## src/lss_pkg.sv

```systemverilog
// lss_pkg: shared constants for the lifo stack with search
// operation and status codes, field widths, default depth
// no dependencies
`timescale 1ns / 1ps
`default_nettype none

package lss_pkg;

    // field widths
    localparam int OP_W  = 2;
    localparam int VAL_W = 32;
    localparam int ST_W  = 3;
    localparam int POS_W = 8;
    localparam int ENT_W = 9;

    // default number of stack entries
    localparam int DEPTH_DEF = 256;

    // operation codes
    localparam logic [OP_W-1:0] OP_PUSH   = 2'd0;
    localparam logic [OP_W-1:0] OP_POP    = 2'd1;
    localparam logic [OP_W-1:0] OP_SEARCH = 2'd2;

    // status codes
    localparam logic [ST_W-1:0] ST_OK        = 3'd0;
    localparam logic [ST_W-1:0] ST_UNDERFLOW = 3'd1;
    localparam logic [ST_W-1:0] ST_OVERFLOW  = 3'd2;
    localparam logic [ST_W-1:0] ST_FOUND     = 3'd3;
    localparam logic [ST_W-1:0] ST_NOT_FOUND = 3'd4;

endpackage

`default_nettype wire

```

## src/lss_ctrl.sv

```systemverilog
// lss_ctrl: request sequencer, fill count and search walk for the stack
// drives the write and read ports of lss_ram and registers each result; uses lss_pkg
`timescale 1ns / 1ps
`default_nettype none

module lss_ctrl #(
    parameter int DEPTH = lss_pkg::DEPTH_DEF,
    parameter int AW    = $clog2(DEPTH),
    parameter int CW    = $clog2(DEPTH + 1)
) (
    input  wire logic                       i_clk,
    input  wire logic                       i_rst_n,
    input  wire logic                       start,
    input  wire logic [lss_pkg::OP_W-1:0]   i_operation,
    input  wire logic [lss_pkg::VAL_W-1:0]  i_value,
    output logic                            busy,
    output logic                            o_done,
    output logic      [lss_pkg::ST_W-1:0]   o_status,
    output logic      [lss_pkg::POS_W-1:0]  o_position,
    output logic      [lss_pkg::ENT_W-1:0]  o_entries,
    output logic                            o_mem_we,
    output logic      [AW-1:0]              o_mem_waddr,
    output logic      [lss_pkg::VAL_W-1:0]  o_mem_wdata,
    output logic      [AW-1:0]              o_mem_raddr,
    input  wire logic [lss_pkg::VAL_W-1:0]  i_mem_rdata
);
    import lss_pkg::*;

    localparam logic [CW-1:0] FULL_C = CW'(DEPTH);

    typedef enum logic {
        S_IDLE,
        S_SEARCH
    } t_state;

    t_state              r_state, n_state;
    logic [CW-1:0]       r_fill, n_fill;
    logic [AW-1:0]       r_k, n_k;
    logic [VAL_W-1:0]    r_target, n_target;
    logic                r_done, n_done;
    logic [ST_W-1:0]     r_status, n_status;
    logic [POS_W-1:0]    r_pos, n_pos;
    logic [ENT_W-1:0]    r_ent, n_ent;

    logic [CW-1:0]       fill_m1;
    logic [CW-1:0]       walk_addr;
    logic [AW+POS_W-1:0] k_ext;
    logic [CW+ENT_W-1:0] fill_ext;

    // address arithmetic for the top entry and the next walk step
    assign fill_m1   = r_fill - CW'(1);
    assign walk_addr = r_fill - CW'(2) - CW'(r_k);
    assign k_ext     = {{POS_W{1'b0}}, r_k};
    assign fill_ext  = {{ENT_W{1'b0}}, n_fill};
    assign n_ent     = fill_ext[ENT_W-1:0];

    // next-state and result logic
    always_comb begin
        n_state     = r_state;
        n_fill      = r_fill;
        n_k         = r_k;
        n_target    = r_target;
        n_done      = 1'b0;
        n_status    = r_status;
        n_pos       = r_pos;
        o_mem_we    = 1'b0;
        o_mem_waddr = r_fill[AW-1:0];
        o_mem_wdata = i_value;
        o_mem_raddr = fill_m1[AW-1:0];
        case (r_state)
            S_IDLE: begin
                // first read of a search targets the top entry
                o_mem_raddr = fill_m1[AW-1:0];
                if (start) begin
                    n_pos = '0;
                    case (i_operation)
                        OP_PUSH: begin
                            n_done = 1'b1;
                            if (r_fill == FULL_C) begin
                                n_status = ST_OVERFLOW;
                            end else begin
                                o_mem_we = 1'b1;
                                n_fill   = r_fill + CW'(1);
                                n_status = ST_OK;
                            end
                        end
                        OP_POP: begin
                            n_done = 1'b1;
                            if (r_fill == '0) begin
                                n_status = ST_UNDERFLOW;
                            end else begin
                                n_fill   = fill_m1;
                                n_status = ST_OK;
                            end
                        end
                        OP_SEARCH: begin
                            if (r_fill == '0) begin
                                n_done   = 1'b1;
                                n_status = ST_NOT_FOUND;
                            end else begin
                                n_state  = S_SEARCH;
                                n_k      = '0;
                                n_target = i_value;
                            end
                        end
                        default: begin
                            n_done   = 1'b1;
                            n_status = ST_OK;
                        end
                    endcase
                end
            end
            S_SEARCH: begin
                // compare the word at position r_k, prefetch the one below
                o_mem_raddr = walk_addr[AW-1:0];
                if (i_mem_rdata == r_target) begin
                    n_done   = 1'b1;
                    n_status = ST_FOUND;
                    n_pos    = k_ext[POS_W-1:0];
                    n_state  = S_IDLE;
                end else if (CW'(r_k) == fill_m1) begin
                    n_done   = 1'b1;
                    n_status = ST_NOT_FOUND;
                    n_pos    = '0;
                    n_state  = S_IDLE;
                end else begin
                    n_k = r_k + AW'(1);
                end
            end
            default: begin
                n_state = S_IDLE;
            end
        endcase
    end

    // state and registered results
    always_ff @(posedge i_clk) begin
        if (!i_rst_n) begin
            r_state <= S_IDLE;
            r_fill  <= '0;
            r_done  <= 1'b0;
        end else begin
            r_state <= n_state;
            r_fill  <= n_fill;
            r_done  <= n_done;
        end
        r_k      <= n_k;
        r_target <= n_target;
        r_status <= n_status;
        r_pos    <= n_pos;
        r_ent    <= n_ent;
    end

    assign busy       = (r_state == S_SEARCH);
    assign o_done     = r_done;
    assign o_status   = r_status;
    assign o_position = r_pos;
    assign o_entries  = r_ent;

endmodule

`default_nettype wire

```

## config.mk

```make
export PLATFORM = sky130hd
export DESIGN_NAME = lss_ctrl
export DESIGN_NICKNAME = d
export VERILOG_FILES = /design/src/lss_pkg.sv /design/src/lss_ctrl.sv
export SDC_FILE = /design/constraint.sdc
export NUM_CORES = 1
export LEC_CHECK = 0
export ABC_CLOCK_PERIOD_IN_PS = 2840
export CAP_MARGIN = 5
export CORE_MARGIN = 4
export CORE_UTILIZATION = 58
export DETAILED_ROUTE_END_ITERATION = 7
export DONT_BUFFER_PORTS = 1
export GPL_ROUTABILITY_DRIVEN = 1
export PLACE_DENSITY = 0.76
export SETUP_SLACK_MARGIN = 0.05
export SYNTH_ARGS = -nofsm -noshare
export SYNTH_HDL_FRONTEND = slang
export SYNTH_SLANG_ARGS = --single-unit
```

## constraint.sdc

```tcl
create_clock -name i_clk -period 2.84 [get_ports i_clk]
set_clock_uncertainty 0.1 [all_clocks]
set_input_delay 0.71 -clock i_clk [delete_from_list [all_inputs] [get_ports i_clk]]
set_output_delay 0.71 -clock i_clk [all_outputs]
set_load 0.01 [all_outputs]
```

==> impl_results.md, run 1 <==
- Largest net degree at the start of global routing: 33
- Synth unique cells: 56
- Dominant cell type by area after synthesis: edfxtp_1
- Ratio of cells with drive above 1 in the final layout: 19.9%
- Cell area after layout: 4690 um^2
- GPL Wtd Cong: 0.873
- Largest cells by area after synthesis: edfxtp_1, dfxtp_1, xor2_1, buf_4, ha_1
- Failing checks: negative setup slack
- HP Class: input pin to register
- Layout area overhead: 9.73%
- RSZ-0062 raised after global routing: true
- Crit-path max FO: 2
- Setup WS post-layout: -0.668 ns
- Fin. Hold Viols: 0
- Detailed Place HPWL: 7550 um
- Period utilisation layout: 124%
- Clock-pin slew on the worst setup and hold paths: 0.08 ns
- CP arrival: 2.70 ns
- Routed wire length per instance: 19.0 um
- Drt pass-1 iters: 5
- Syn nets: 501
- Total Wirelength: 9740 um
- Pleak: 0.00185 uW
- Initial antenna violation count: 0
- Core box area: 7210 um^2
- H-tree Lvls: 3
- GRT Total Usage: 22.7%
- Synth Instances: 415
- Sequential share of the synthesized area: 45.2%
- First-pass GRT wire length: 15200 um
- Buf/Inv on CP: 3
- Dpl cell area: 4320 um^2
- CTS Buf Count: 9
- CP Launch Type: register
- Yosys reg bits: 71
- Relative slew slack: 57.9%
- Final net count: 494
- N_diodes: 0
- Crit path required time: 2.03 ns
- Chip width: 93.8 um
- Slew Limit Fails: 0
- PD cells: 600 nW/um^2
- Total of max-cap violations: 0
- Final setup fails: 6
- Clk sinks: 71
- Commonest cells after routing, fill and taps aside: edfxtp_1, xor2_1, buf_4, inv_1, nor2_1
- Critical Path End Type: output port
- Critical Path, Cell by Cell: ha_1 -> inv_1 -> ha_2 -> inv_2 -> fa_2 -> nand2b_4 -> a21oi_4 -> o21ai_2 -> a21o_1 -> a31oi_1 -> xnor2_1 -> buf_4
- Syn Area/Cell: 10.3 um^2
- Root Buffer: clkbuf_8
- PortBufs: 0
- Final antenna-violating net count: 0
- Via/cell ratio: 5.80
- Hold Slack: 0.349 ns
- Die height: 93.8 um
- TritonCTS clock tree: built
- Top_reg_cell synth: edfxtp_1
- Max stage delay on crit path: 0.41 ns
- CTS hold repair buffers: 0
- CP delay by family, top: adder cells
- Max rail drop VDD: 0.000494 V
- Most common cell after layout, fill and taps aside: edfxtp_1
- Crit path time final: 3.51 ns
- Vias post-DR: 2970
- Post-synth ARST share: 0%
- Status: finished, violations left
- DRC: 0
- Post-synth EDFFs: 51
- Top Ports: 140
- Setup CP Type: register to output port
- Initial Util: 59.2%
- Max Clk Rate: 285 MHz
- Row count: 31
- Overflow after GRT: 0
- Synth top area share: 35.9%
- Setup TNS Final: -1.84 ns
- Die area: 8800 um^2
- Ys Warns: 0
- Worst Tran Pin Value: 0.630 ns
- Cell Area, Synth: 4270 um^2
- Vias in the first global route: 2967
- Max clock buf depth: 2
- Clock latency on the worst-skew pair: 0.35 ns
- Slowest CP cell: edfxtp_1
- Initial drt markers: 239
through the flow:
step / setup slack (ns) / total power [uW] / instances / util, %
CTS: -0.646 / 2810 / 508 / 64.1
finish: -0.668 / 2810 / 512 / 64.9
global placement: -0.261 / 1790 / 492 / 59.8
detailed placement: -0.323 / 1810 / 492 / 59.8
global route: -0.800 / 2940 / 512 / 64.9
floorplan: -0.173 / 1690 / 415 / -
path summary, 6_finish.rpt:
path	slack, ns	cells after the start	endpoint	from
hold reg to reg	0.55	2	o_entries[6]$_DFF_P_	r_fill[6]$_SDFF_PN0_
setup / recovery	-0.67	12	o_mem_raddr[7]	r_k[1]$_SDFFCE_PN0P_
hold / removal	0.35	0	r_target[30]$_DFFE_PP_	i_value[30]
setup reg to reg	0.17	9	r_k[3]$_SDFFCE_PN0P_	r_fill[1]$_SDFF_PN0_
kinds of logic after synthesis:
| group | after synthesis | share of synthesized area [%] |
|---|---|---|
| xor+xnor | 55 | 11.3 |
| mux | 5 | 1.20 |
| fa+ha+maj | 17 | 5.16 |
| simple gates | 116 | 14.9 |
| compound gates | 66 | 10.7 |
| buf+inv | 85 | 11.5 |
| flops | 71 | 45.2 |
where the power goes:
group / switching, uW / internal [uW] / total (uW)
registers: 41.5 / 1170 / 1220
clock network: 386 / 590 / 976
logic: 336 / 282 / 618
flip-flops by register name, summed over array words and instances, names as in the netlist:
register    flops
busy            1
o_done          1
o_entries       9
o_position      8
o_status        3
r_fill          9
r_k             8
r_target       32
cells in the mapped netlist (all sizes together) (7+ instances only):
master,number
a21oi,11
and2,16
and3,11
buf,47
clkbuf,11
dfxtp,20
edfxtp,51
ha,16
inv,27
nand2,15
nand2b,7
nand3,14
nor2,20
nor4,9
o21ai,23
xnor2,16
xor2,39
worst register-to-register path, delay by kind of cell (launching register included):
family	cells	cell delay, ns
and+or+nand+nor	3	1.03
AOI/OAI and AO/OA	3	0.48
DFF	1	0.33
buffers and inverters	3	0.46
repair_timing:
| action | CTS | global route |
|---|---|---|
| resized for setup | 17 | 9 |
| pin swaps | 7 | 7 |
| buffers inserted | 0 | 4 |
| setup endpoints to repair | 7 | 23 |
final cells by class:
type	instances	area [um^2]
clock buffers	10	128
fillers	572	2530
clock inverters	6	116
well taps	99	124
flip-flops and latches	71	1930
multi-input cells	259	1940
inverters	27	101
repair buffers	40	340
layer usage:
| metal | up-vias | wire length [um] | track usage [%] |
|---|---|---|---|
| li1 | 1408 | - | - |
| met5 | - | 0 | 0 |
| met3 | 18 | 787 | 6.73 |
| met1 | 1390 | 3720 | 25.9 |
| met4 | 0 | 199 | 7.70 |
| met2 | 154 | 5030 | 40.3 |
(Power assumes the default switching activity.)
==> inputs of run 2 (changes only) <==
--- a/config.mk
+++ b/config.mk
@@ -5,10 +5,10 @@
 export SDC_FILE = /design/constraint.sdc
 export NUM_CORES = 1
 export LEC_CHECK = 0
-export ABC_CLOCK_PERIOD_IN_PS = 2840
+export ABC_CLOCK_PERIOD_IN_PS = 3300
 export CAP_MARGIN = 5
 export CORE_MARGIN = 4
-export CORE_UTILIZATION = 58
+export CORE_UTILIZATION = 60
 export DETAILED_ROUTE_END_ITERATION = 7
 export DONT_BUFFER_PORTS = 1
 export GPL_ROUTABILITY_DRIVEN = 1
==> constraint.sdc (replaced) <==
create_clock -name i_clk -period 3.3 [get_ports i_clk]
set_clock_uncertainty 0.1 [all_clocks]
set_input_delay 0.825 -clock i_clk [delete_from_list [all_inputs] [get_ports i_clk]]
set_output_delay 0.825 -clock i_clk [all_outputs]
set_load 0.01 [all_outputs]
==> run 2 against run 1 <==
Net effect:
- the run still ends with negative setup slack left
- hold slack better by 0.12 ns
- sequential power is 14% lower
- die area is 3.0% lower
- cell area fell by 2.7%
- core utilization is 1.4 points higher
- power fell by 19%
- largest cell class unchanged
==> impl_results.md, run 2 (synthesis results as in run 1) <==
- Status: finished, violations left
- Failing checks: negative setup slack
- Largest net degree at the start of global routing: 33
- Sequential cell area: 1940 um^2
- GPL Wtd Cong: 0.912
- CP Launch Type: register
- Slew Limit Fails: 0
- Critical Path End Type: output port
- Hold path depth: 0
- Drt pass-1 iters: 6
- Most common cell after layout, fill and taps aside: edfxtp_1
- Fin. Hold Viols: 0
- Crit path required time: 2.37 ns
- Most flop-heavy register: r_target
- Max clock buf depth: 2
- N_diodes: 0
- Final cell count without fillers: 498
- HP Class: input pin to register
- Buf/Inv on CP: 2
- Relative slew slack: 61.3%
- FILL cells: 521
- Top Ports: 140
- CP delay by family, top: adder cells
- Reg2reg start: r_fill[1]$_SDFF_PN0_
- Clock latency on the worst-skew pair: 0.34 ns
- Die height: 92.4 um
- Total Wirelength: 9710 um
- Crit path time final: 3.53 ns
- CTS Buf Count: 9
- Commonest cells after routing, fill and taps aside: edfxtp_1, xor2_1, buf_4, inv_1, nor2_1
- Final net count: 483
- Hold EP: r_target[5]$_DFFE_PP_
- Initial drt markers: 317
- Clk sinks: 71
- Routed length on met2: 5050 um
- CTS hold repair buffers: 0
- Initial Util: 62.2%
- Die area: 8530 um^2
- Layout area overhead: 6.80%
- Dpl cells: 478
- CP arrival: 2.61 ns
- Hold Crit Start: i_value[5]
- Ratio of cells with drive above 1 in the final layout: 18.7%
- Max stage delay on crit path: 0.46 ns
- Max rail drop VDD: 0.000430 V
- Crit-path max FO: 2
- R2R setup slack: 0.45 ns
- Chip width: 92.4 um
- DRC: 0
- Vias in the first global route: 2992
- Overflow after GRT: 0
- Metal3 WL: 832 um
- Routed met1 length: 3590 um
- Root Buffer: clkbuf_8
- Vias post-DR: 2946
- Worst Tran Pin Value: 0.580 ns
- Slowest CP cell: edfxtp_1
- Total power: 2280 uW
- Cell repeated most along the worst path: ha_4
- TritonCTS clock tree: built
- Core box area: 6870 um^2
- Detailed Place HPWL: 7250 um
- Setup CP Type: register to output port
- Setup WS post-layout: -0.235 ns
- Pleak: 0.00177 uW
- Clock-pin slew on the worst setup and hold paths: 0.09 ns
- Final setup fails: 1
- Uppermost layer routed: met4
- Total of max-cap violations: 0
- Max Clk Rate: 283 MHz
- Area of the multi-input gates: 1980 um^2
- Routed wire length per instance: 19.5 um
- Via/cell ratio: 5.92
- First-pass GRT wire length: 15100 um
- Initial antenna violation count: 0
- RSZ-0062 raised after global routing: true
- Critical Path, Cell by Cell: ha_4 -> inv_4 -> ha_4 -> inv_2 -> fa_2 -> nand2b_4 -> a21oi_4 -> o21ai_2 -> a21o_1 -> a31oi_2 -> xnor2_2
- Max reg flops: 32
- PD cells: 500 nW/um^2
- GRT Total Usage: 23.0%
- PortBufs: 0
- Row count: 30
- Period utilisation layout: 107%
- Worst R2R Path Depth: 9
- Final antenna-violating net count: 0
- H-tree Lvls: 3
- End of the worst register-to-register path: o_position[4]$_SDFFCE_PN0P_
run 2: cell types whose count changed in the layout (fill, tap and decap cells not counted), moves of 2 or more:
cell       delta
buf_6         -2
ha_4          +5
bufinv_16     -2
buf_12        -2
o21ai_1       +2
ha_1          -4
buf_4         -6
run 2: final cells by class:
class                   count  area share (%)
well taps                  96            2.63
repair buffers             29            4.77
clock inverters             7            1.76
inverters                  27            2.28
flip-flops and latches     71            42.5
multi-input cells         259            43.4
clock buffers               9            2.72
run 2: routing by layer:
metal	global-route usage, %	up-vias
li1	-	1388
met1	25.0	1375
met2	40.3	156
met3	8.04	27
met4	9.78	0
met5	0	-
run 2: repair_timing:
action	CTS	global route
pin swaps	4	13
endpoints found under the setup margin	4	5
gates cloned	0	0
gates resized for setup	15	13
buffers inserted	1	3
run 2: worst max-delay path by stage:
stage,slack [ns],from,end,cells after the start
floorplan,0.09,r_k[1]$_SDFFCE_PN0P_,o_mem_raddr[7],11
global placement,0.02,r_k[1]$_SDFFCE_PN0P_,o_mem_raddr[7],11
detailed placement,-0.10,r_k[1]$_SDFFCE_PN0P_,o_mem_raddr[7],11
CTS,-0.20,r_k[1]$_SDFFCE_PN0P_,o_mem_raddr[7],11
global route,-0.31,r_k[1]$_SDFFCE_PN0P_,o_mem_raddr[7],11
finish,-0.23,r_k[1]$_SDFFCE_PN0P_,o_mem_raddr[7],11
run 2: where the power goes:
part,internal [uW],leakage (uW),switching (uW)
clock,360,0.000102,355
sequential,1010,0.000642,41.1
combinational,226,0.00103,287
total,1600,0.00177,683
run 2: worst reg2reg max path, stage by stage, from the launching register on:
cell     delay [ns]
dfxtp_2        0.32
inv_1          0.11
buf_4          0.15
ha_4           0.15
nor3b_1        0.49
o21ai_0        0.18
a31oi_1        0.17
a31o_2         0.13
a41o_1         0.26
o21a_1         0.42
run 2: through the flow:
| step | worst slack, ns | setup TNS [ns] | cell area, um^2 | hold WS [ns] | utilization [%] |
|---|---|---|---|---|---|
| CTS | -0.200 | -0.330 | 4470 | 0.453 | 65.0 |
| floorplan | 0.0898 | 0 | 4270 | 0.454 | - |
| detailed placement | -0.101 | -0.101 | 4190 | 0.516 | 61.0 |
| global route | -0.310 | -0.368 | 4560 | 0.441 | 66.4 |
| global placement | 0.0206 | 0 | 4190 | 0.515 | 61.0 |
| finish | -0.235 | -0.235 | 4560 | 0.472 | 66.4 |
==> inputs of run 3 (changes only) <==
==> constraint.sdc (replaced) <==
create_clock -name i_clk -period 3.3 [get_ports i_clk]
set_clock_uncertainty 0.1 [all_clocks]
set_input_delay 0.165 -clock i_clk [delete_from_list [all_inputs] [get_ports i_clk]]
set_output_delay 0.165 -clock i_clk [all_outputs]
set_load 0.01 [all_outputs]
==> run 3 against run 2 <==
Net effect:
- sequential power hardly changed
- cell count is 3.6% higher
- the flow now finishes without violations
- sequential share of layout area is 0.72 points lower
==> impl_results.md, run 3 (synthesis results as in run 1) <==
- Chip width: 92.4 um
- CP Launch Point: r_k[1]$_SDFFCE_PN0P_
- Initial antenna violation count: 0
- Dpl cells: 462
- Hold path depth: 3
- Area of the multi-input gates: 1870 um^2
- CP delay by family, top: adder cells
- Ratio of cells with drive above 1 in the final layout: 9.76%
- Initial drt markers: 321
- Period utilisation layout: 93.6%
- Initial Util: 62.2%
- Setup WS post-layout: 0.212 ns
- Setup TNS Final: 0 ns
- Critical Path, Cell by Cell: ha_1 -> inv_1 -> ha_1 -> inv_1 -> fa_1 -> nand2b_1 -> a21oi_2 -> o21ai_1 -> a21o_1 -> a31oi_2 -> xnor2_2
- Root Buffer: clkbuf_8
- Worst R2R Path Depth: 8
- Critical Path End Type: output port
- GRT Total Usage: 24.4%
- Final antenna-violating net count: 0
- Buf/Inv on CP: 2
- Relative slew slack: 48.3%
- Crit path required time: 3.03 ns
- Fin. Hold Viols: 0
- Max Clk Rate: 324 MHz
- GPL Wtd Cong: 0.923
- Overflow after GRT: 0
- Final setup fails: 0
- Most common cell after layout, fill and taps aside: edfxtp_1
- Commonest cells after routing, fill and taps aside: edfxtp_1, xor2_1, dlygate4sd3_1, inv_1, nor2_1
- Vias post-DR: 3042
- CP arrival: 2.82 ns
- Layout area overhead: 8.64%
- Row count: 30
- First-pass GRT wire length: 16100 um
- Routed wire length per instance: 19.6 um
- Status: finished clean
- Slew Limit Fails: 0
- Sequential cell area: 1940 um^2
- Setup CP Type: register to output port
- End of the worst register-to-register path: o_position[7]$_SDFFCE_PN0P_
- R2R setup slack: 0.49 ns
- FILL cells: 507
- PortBufs: 0
- Vias in the first global route: 3101
- Most flop-heavy register: r_target
- Total of max-cap violations: 0
- Top Ports: 140
- Total Wirelength: 10100 um
- Crit path time final: 3.09 ns
- Clock latency on the worst-skew pair: 0.34 ns
- Die area: 8530 um^2
- Total power: 2140 uW
- Max reg flops: 32
- Clock-pin slew on the worst setup and hold paths: 0.08 ns
- Final net count: 501
- Detailed Place HPWL: 7240 um
- Final cell count without fillers: 516
- Max rail drop VDD: 0.000352 V
- DRC: 0
- HP Class: input pin to register
- Reg2reg start: r_fill[0]$_SDFF_PN0_
- Pre-CTS setup slack: 0.311 ns
- Max clock buf depth: 2
- Clk sinks: 71
- Hold EP: o_status[2]$_DFFE_PP_
- Max stage delay on crit path: 0.46 ns
- Worst Tran Pin Value: 0.770 ns
- PD cells: 461 nW/um^2
- Crit-path max FO: 4
- Hold Crit Start: i_operation[0]
- CP Launch Type: register
- TritonCTS clock tree: built
- Slowest CP cell: edfxtp_1
- Die height: 92.4 um
- Core Util, Final: 67.5%
- RSZ-0062 raised after global routing: false
- Pleak: 0.00179 uW
- Core box area: 6870 um^2
- Via/cell ratio: 5.90
- H-tree Lvls: 3
- Drt pass-1 iters: 5
- N_diodes: 0
- Largest net degree at the start of global routing: 38
- CTS Buf Count: 9
==> run 3: final cells by class <==
cell class	count	area share, %
Timing Repair Buffer	47	9.55
Clock inverter	7	1.05
Sequential cell	71	41.7
Tap cell	96	2.59
Multi-Input combinational cell	259	40.2
Inverter	27	2.18
Clock buffer	9	2.67
==> run 3: how the worst max path moves through the flow <==
stage,to,depth (start not counted)
after floorplan,r_target[0]$_DFFE_PP_,7
after global placement,o_mem_raddr[7],12
after detailed placement,o_mem_raddr[7],12
after CTS,o_mem_raddr[7],11
after global routing,o_mem_raddr[7],12
final,o_mem_raddr[7],11
==> run 3: stage by stage <==
| step | cell area (um^2) | hold WS [ns] |
|---|---|---|
| floorplan | 4270 | 0.164 |
| global placement | 4070 | 0.164 |
| detailed placement | 4070 | 0.164 |
| CTS | 4600 | 0.00785 |
| global route | 4640 | 0.0209 |
| finish | 4640 | 0.0218 |
==> run 3: what timing repair did <==
item                                    4_1_cts  5_1_grt
gates resized for setup                       1        6
endpoints found under the hold margin        49        0
hold buffers                                 36        0
gates cloned                                  0        0
endpoints found under the setup margin        1        1
setup buffers                                 0        2
pin swaps                                     0        1
==> run 3: per-layer routing <==
layer / global-route usage [%] / up-vias / wire [um]
li1: - / 1420 / -
met5: 0 / - / 0
met2: 42.1 / 180 / 5140
met1: 28.8 / 1419 / 3890
met4: 8.91 / 0 / 216
met3: 7.31 / 23 / 875
==> run 3: tightest hold or removal path: cells and delay by family <==
kind | cells | cell delay [ns]
and+or+nand+nor | 3 | 0.12
==> run 3: where the power goes <==
group          switching (uW)  internal [uW]  leakage, uW  total (uW)
Sequential               53.4           1010     0.000642        1060
Clock                     336            272    0.0000793         608
Combinational             259            206      0.00107         465
Total                     648           1490      0.00179        2140
